<file path="src/hdl/mi3_pkg.sv">
`timescale 1ns / 1ps
// ----------------------------------------------------------------------------
// mi3_pkg
// Types, widths and constant tables shared by the 3x3 inverse pipeline.
// ----------------------------------------------------------------------------
package mi3_pkg;

  localparam int EW     = 24;            // element width, Q8.16
  localparam int PW     = 2 * EW;        // element product
  localparam int CW     = PW + 1;        // cofactor
  localparam int AMW    = PW;            // cofactor magnitude
  localparam int CSPLIT = 25;            // low slice of a cofactor for the det products
  localparam int DETW   = 74;            // determinant, signed
  localparam int MAGW   = 72;            // determinant magnitude
  localparam int DENW   = MAGW + 1;      // twice the magnitude
  localparam int FRACSH = 33;            // numerator shift
  localparam int NW     = AMW + FRACSH;  // numerator width
  localparam int QW     = 25;            // quotient bits resolved per lane
  localparam int REMW   = DENW;          // partial remainder
  localparam int NLANE  = 9;

  // input register, products, cofactors, four det stages, lane prep, steps, lane result
  localparam int LAT_CORE = 3 + 4 + QW + 2;

  localparam logic signed [EW-1:0] Q_MAX     = 24'sh7FFFFF;
  localparam logic signed [EW-1:0] Q_MIN     = 24'sh800000;
  localparam logic [QW-1:0]        Q_POS_LIM = 25'h07FFFFF;
  localparam logic [QW-1:0]        Q_NEG_LIM = 25'h0800000;

  typedef logic signed [EW-1:0]   elem_t;
  typedef logic signed [PW-1:0]   prod_t;
  typedef logic signed [CW-1:0]   cof_t;
  typedef logic signed [DETW-1:0] det_t;
  typedef logic [MAGW-1:0]        dmag_t;

  typedef struct packed {
    elem_t val;
    logic  sat;
    logic  sing;
  } res_t;

  // operand pairs of the 18 minor products; cofactor k = prod 2k - prod 2k+1
  localparam int MUL_L [18] = '{4, 5, 5, 3, 3, 4, 2, 1, 0, 2, 1, 0, 1, 2, 2, 0, 0, 1};
  localparam int MUL_R [18] = '{8, 7, 6, 8, 7, 6, 7, 8, 8, 6, 6, 7, 5, 4, 3, 5, 4, 3};

endpackage

</file>
<file path="src/hdl/mi3_merge.sv">
`timescale 1ns / 1ps
// ----------------------------------------------------------------------------
// mi3_merge
// Combines the lane results into one item, registers it and keeps a skid
// entry so the pipeline enable comes from a register; the pipeline holds
// only while that entry is full.
// ----------------------------------------------------------------------------
module mi3_merge import mi3_pkg::*; (
  input  logic  clk,
  input  logic  rst,
  input  logic  lane_valid,
  input  res_t  lane [NLANE],
  output logic  en,
  output logic  out_valid,
  input  logic  out_ready,
  output elem_t b    [NLANE],
  output logic  singular,
  output logic  saturated
);

  logic  pv;
  elem_t pb [NLANE];
  logic  psing;
  logic  psat;

  logic  skid_valid;
  elem_t sb [NLANE];
  logic  ssing;
  logic  ssat;

  logic  any_sat;

  always_comb begin
    any_sat = 1'b0;
    for (int i = 0; i < NLANE; i++) begin
      any_sat = any_sat | lane[i].sat;
    end
  end

  assign en = !skid_valid;

  always_ff @(posedge clk) begin
    if (rst) begin
      pv         <= 1'b0;
      skid_valid <= 1'b0;
    end else begin
      if (en) begin
        pv <= lane_valid;
        // park the waiting item
        if (pv && !out_ready) begin
          skid_valid <= 1'b1;
        end
      end else if (out_ready) begin
        skid_valid <= 1'b0;
      end
    end
  end

  always_ff @(posedge clk) begin
    if (en) begin
      for (int i = 0; i < NLANE; i++) begin
        pb[i] <= lane[i].val;
      end
      psing <= lane[0].sing;
      psat  <= any_sat;
      sb    <= pb;
      ssing <= psing;
      ssat  <= psat;
    end
  end

  assign out_valid = skid_valid | pv;
  assign singular  = skid_valid ? ssing : psing;
  assign saturated = skid_valid ? ssat : psat;

  for (genvar i = 0; i < NLANE; i++) begin : g_out
    assign b[i] = skid_valid ? sb[i] : pb[i];
  end

endmodule

</file>
<file path="config.mk">
export PLATFORM = sky130hd
export DESIGN_NAME = mi3_merge
export DESIGN_NICKNAME = d
export VERILOG_FILES = /design/src/hdl/mi3_pkg.sv /design/src/hdl/mi3_merge.sv
export SDC_FILE = /design/constraint.sdc
export NUM_CORES = 1
export LEC_CHECK = 0
export BUFFER_PORTS_ARGS = -buffer_cell sky130_fd_sc_hd__buf_2
export CAP_MARGIN = 40
export CORE_MARGIN = 2
export CORE_UTILIZATION = 55
export DETAILED_ROUTE_END_ITERATION = 6
export PLACE_DENSITY = 0.82
export SLEW_MARGIN = 20
export SYNTH_ARGS = -nofsm -noshare
export SYNTH_HDL_FRONTEND = slang
export SYNTH_SLANG_ARGS = --single-unit
</file>
<file path="constraint.sdc">
create_clock -name clk -period 18.99 [get_ports clk]
set_clock_uncertainty 0.05 [all_clocks]
set_input_delay 3.798 -clock clk [delete_from_list [all_inputs] [get_ports clk]]
set_output_delay 3.798 -clock clk [all_outputs]
set_load 0.01 [all_outputs]
</file>
==> run_results.csv <==
group,metric,value,unit
outcome,outcome,"complete, no violations",
setup_path,path_class,"flop to output pin",
sta,rsz0062_at_grt,"false",
synthesis,netlist_area,16690,sq um
floorplanning,io_pins,458,
placement,place_inst,1514,
grt,antenna_found_initial,9,
clocking,cts_htree_levels,2,
floorplanning,die_x,178.2,um
sta,timing.setup.tns,0,ns
synthesis,ys_ff_latch,438,
routing,post_drt_wl_per_cell,20.19,um
sta,max-slew-margin-rel,36.53,%
power_and_ir_drop,peakVddDrop,0.08277,mV
clocking,cts_hold_buf,0,
setup_path,start_kind,"flop",
clocking,cts_resized,0,
floorplanning,core_region_area,29800,sq um
power_and_ir_drop,p_leak,8.514,nW
routing,via_per_inst,5.123,
floorplanning,die_h,178.2,um
flow_run,maxCapViolations,0,
synthesis,synth_seq_area_share,78.56,%
routing,drc,0,
routing,vias,8233,
floorplanning,dieArea,31760,sq um
clocking,cts-root-buf,"clkbuf_16",
final_layout,nets,1410,
synthesis,synth_top_area_share,78.08,%
clocking,path_clk_slew,0.06,ns
final_layout,final-instance-count-excl-fill,1607,
placement,portBuffers,449,
routing,ant_nets,0,
clocking,cts_buffer_depth,3,
floorplanning,rows,63,
clocking,cts_setup_buffers,0,
setup_path,arrival,3.34,ns
sta,fin_crit_sh,37.83,%
routing,drt_iter0_markers,546,
placement,dp_hpwl,22.03,mm
synthesis,synth_cell_types,15,
final_layout,area_growth,23.34,%
synthesis,synth.largest_area_cell,"edfxtp_1",
synthesis,yosysWarnings,0,
routing,finalWirelength,32.45,mm
hold_path,hp-class,"flop to flop",
synthesis,synth.area.top_cells,"edfxtp_1, mux2_4, mux2_2, buf_12, buf_6",
sta,worst_pin_slew,0.9521,ns
final_layout,fill_cells,1894,
power_and_ir_drop,cellPowerDensity,104.0,nW/um^2
sta,hold_violations,0,
grt,grt_max_degree,173,
setup_path,worstPathRequired,15.14,ns
sta,setup_violations,0,
sta,min_period,7.185,ns
synthesis,syn_avg_cell_area,24.19,sq um
grt,globalRouteOverflowTotal,0,
setup_path,critPathMaxFanout,41,
clocking,cts_sinks,438,
setup_path,endpoint_kind,"output pin",
grt,grt_usage,19.29,%
final_layout,drive_gt1_share,60.98,%
routing,first_pass_iters,5,
sta,fmax,0.1392,GHz
synthesis,synth_nets,928,
synthesis,synthCells,690,
grt,grt_pass1_wl,46.37,mm
placement,gp_congestion,0.8044,
floorplanning,start_util,56.02,%
sta,final_max_slew_viol_count,0,
grt,grt_pass1_vias,8354,
clocking,cts_buffers,45,
clocking,insertion_delay,0.53,ns
clocking,cts_tree,"yes",
[worst max-delay path: stages (launching register included)]
cell	delay, ns
dfxtp_4	0.66
buf_4	0.68
buf_4	0.59
buf_12	0.30
mux2_4	0.34
buf_2	0.14
[report_power, final]
group | leakage (nW) | switching (W) | internal (W)
Clock | 0.652 | 0.000343 | 0.000451
Combinational | 3.29 | 0.0000784 | 0.0000968
Sequential | 4.58 | 0.0000294 | 0.00114
[placed cells by master, fill, tap and decap left out, drive strengths merged]
cell type    n
buf        460
edfxtp     434
mux2       218
clkbuf      58
clkinv      23
diode       10
dfxtp        4
nor2         2
inv          2
or2          1
nor4         1
nor3         1
nand3        1
mux2i        1
nor3b        1
[worst paths after layout]
| check | cells after the start | to | slack [ns] | startpoint |
|---|---|---|---|---|
| setup / recovery | 5 | b[180] | 11.81 | skid_valid$_SDFF_PP0_ |
| setup reg to reg | 5 | pb[62]$_DFFE_PN_ | 15.65 | skid_valid$_SDFF_PP0_ |
| hold / removal | 0 | sb[16]$_DFFE_PN_ | 0.39 | pb[16]$_DFFE_PN_ |
| hold reg to reg | 0 | sb[16]$_DFFE_PN_ | 0.39 | pb[16]$_DFFE_PN_ |
[layer usage]
layer	share of wire (%)	GRT usage [%]	up-vias	wire (um)
met3	10	6.863	76	3289
met4	3.3	7.961	4	1058
met5	0.077	0	-	25
li1	-	-	3727	-
met1	37	22.77	4030	12160
met2	49	32.30	396	15910
[final cells by class]
cell class,count,area [sq um],share of cell area (%)
Timing Repair Buffer,460,2400,11.66
Sequential cell,438,13120,63.71
Multi-Input combinational cell,226,3216,15.62
Inverter,1,11.26,0.05470
Tap cell,390,488.0,2.370
Clock buffer,58,1217,5.914
Clock inverter,24,112.6,0.5470
Antenna cell,10,25.02,0.1216
[cell usage after synthesis, drive strengths merged]
cell type	n
nor3b	1
buf	25
or2	1
edfxtp	434
nor2	2
inv	1
nor4	1
dfxtp	4
nor3	1
nand3	1
mux2i	1
mux2	218
[sequential cells by signal (all words and copies together) (netlist names)]
register,flops
pv,1
psat,1
pb,216
sb,216
ssat,1
psing,1
ssing,1
skid_valid,1
[through the flow]
step / power [W] / hold WS (ns) / util, % / worst slack [ns] / area, sq um
finish: 0.002141 / 0.3924 / 69.09 / 11.81 / 20590
global route: 0.002212 / 0.3980 / 69.06 / 11.66 / 20580
CTS: 0.002161 / 0.3938 / 68.94 / 11.78 / 20540
detailed placement: 0.001367 / 0.3807 / 64.47 / 12.36 / 19210
global placement: 0.001356 / 0.3738 / 64.25 / 12.33 / 19140
floorplan: 0.001294 / 0.3722 / - / 6.123 / 16690
[kinds of logic (layout without fill, tap and decap cells)]
group	after synthesis	after routing	synth area share, %
other	0	10	0
muxes	219	219	19.04
buffers and inverters	26	543	2.174
and+or+nand+nor	7	7	0.2249
DFF	438	438	78.56
Power figures use the tool's default switching activity.
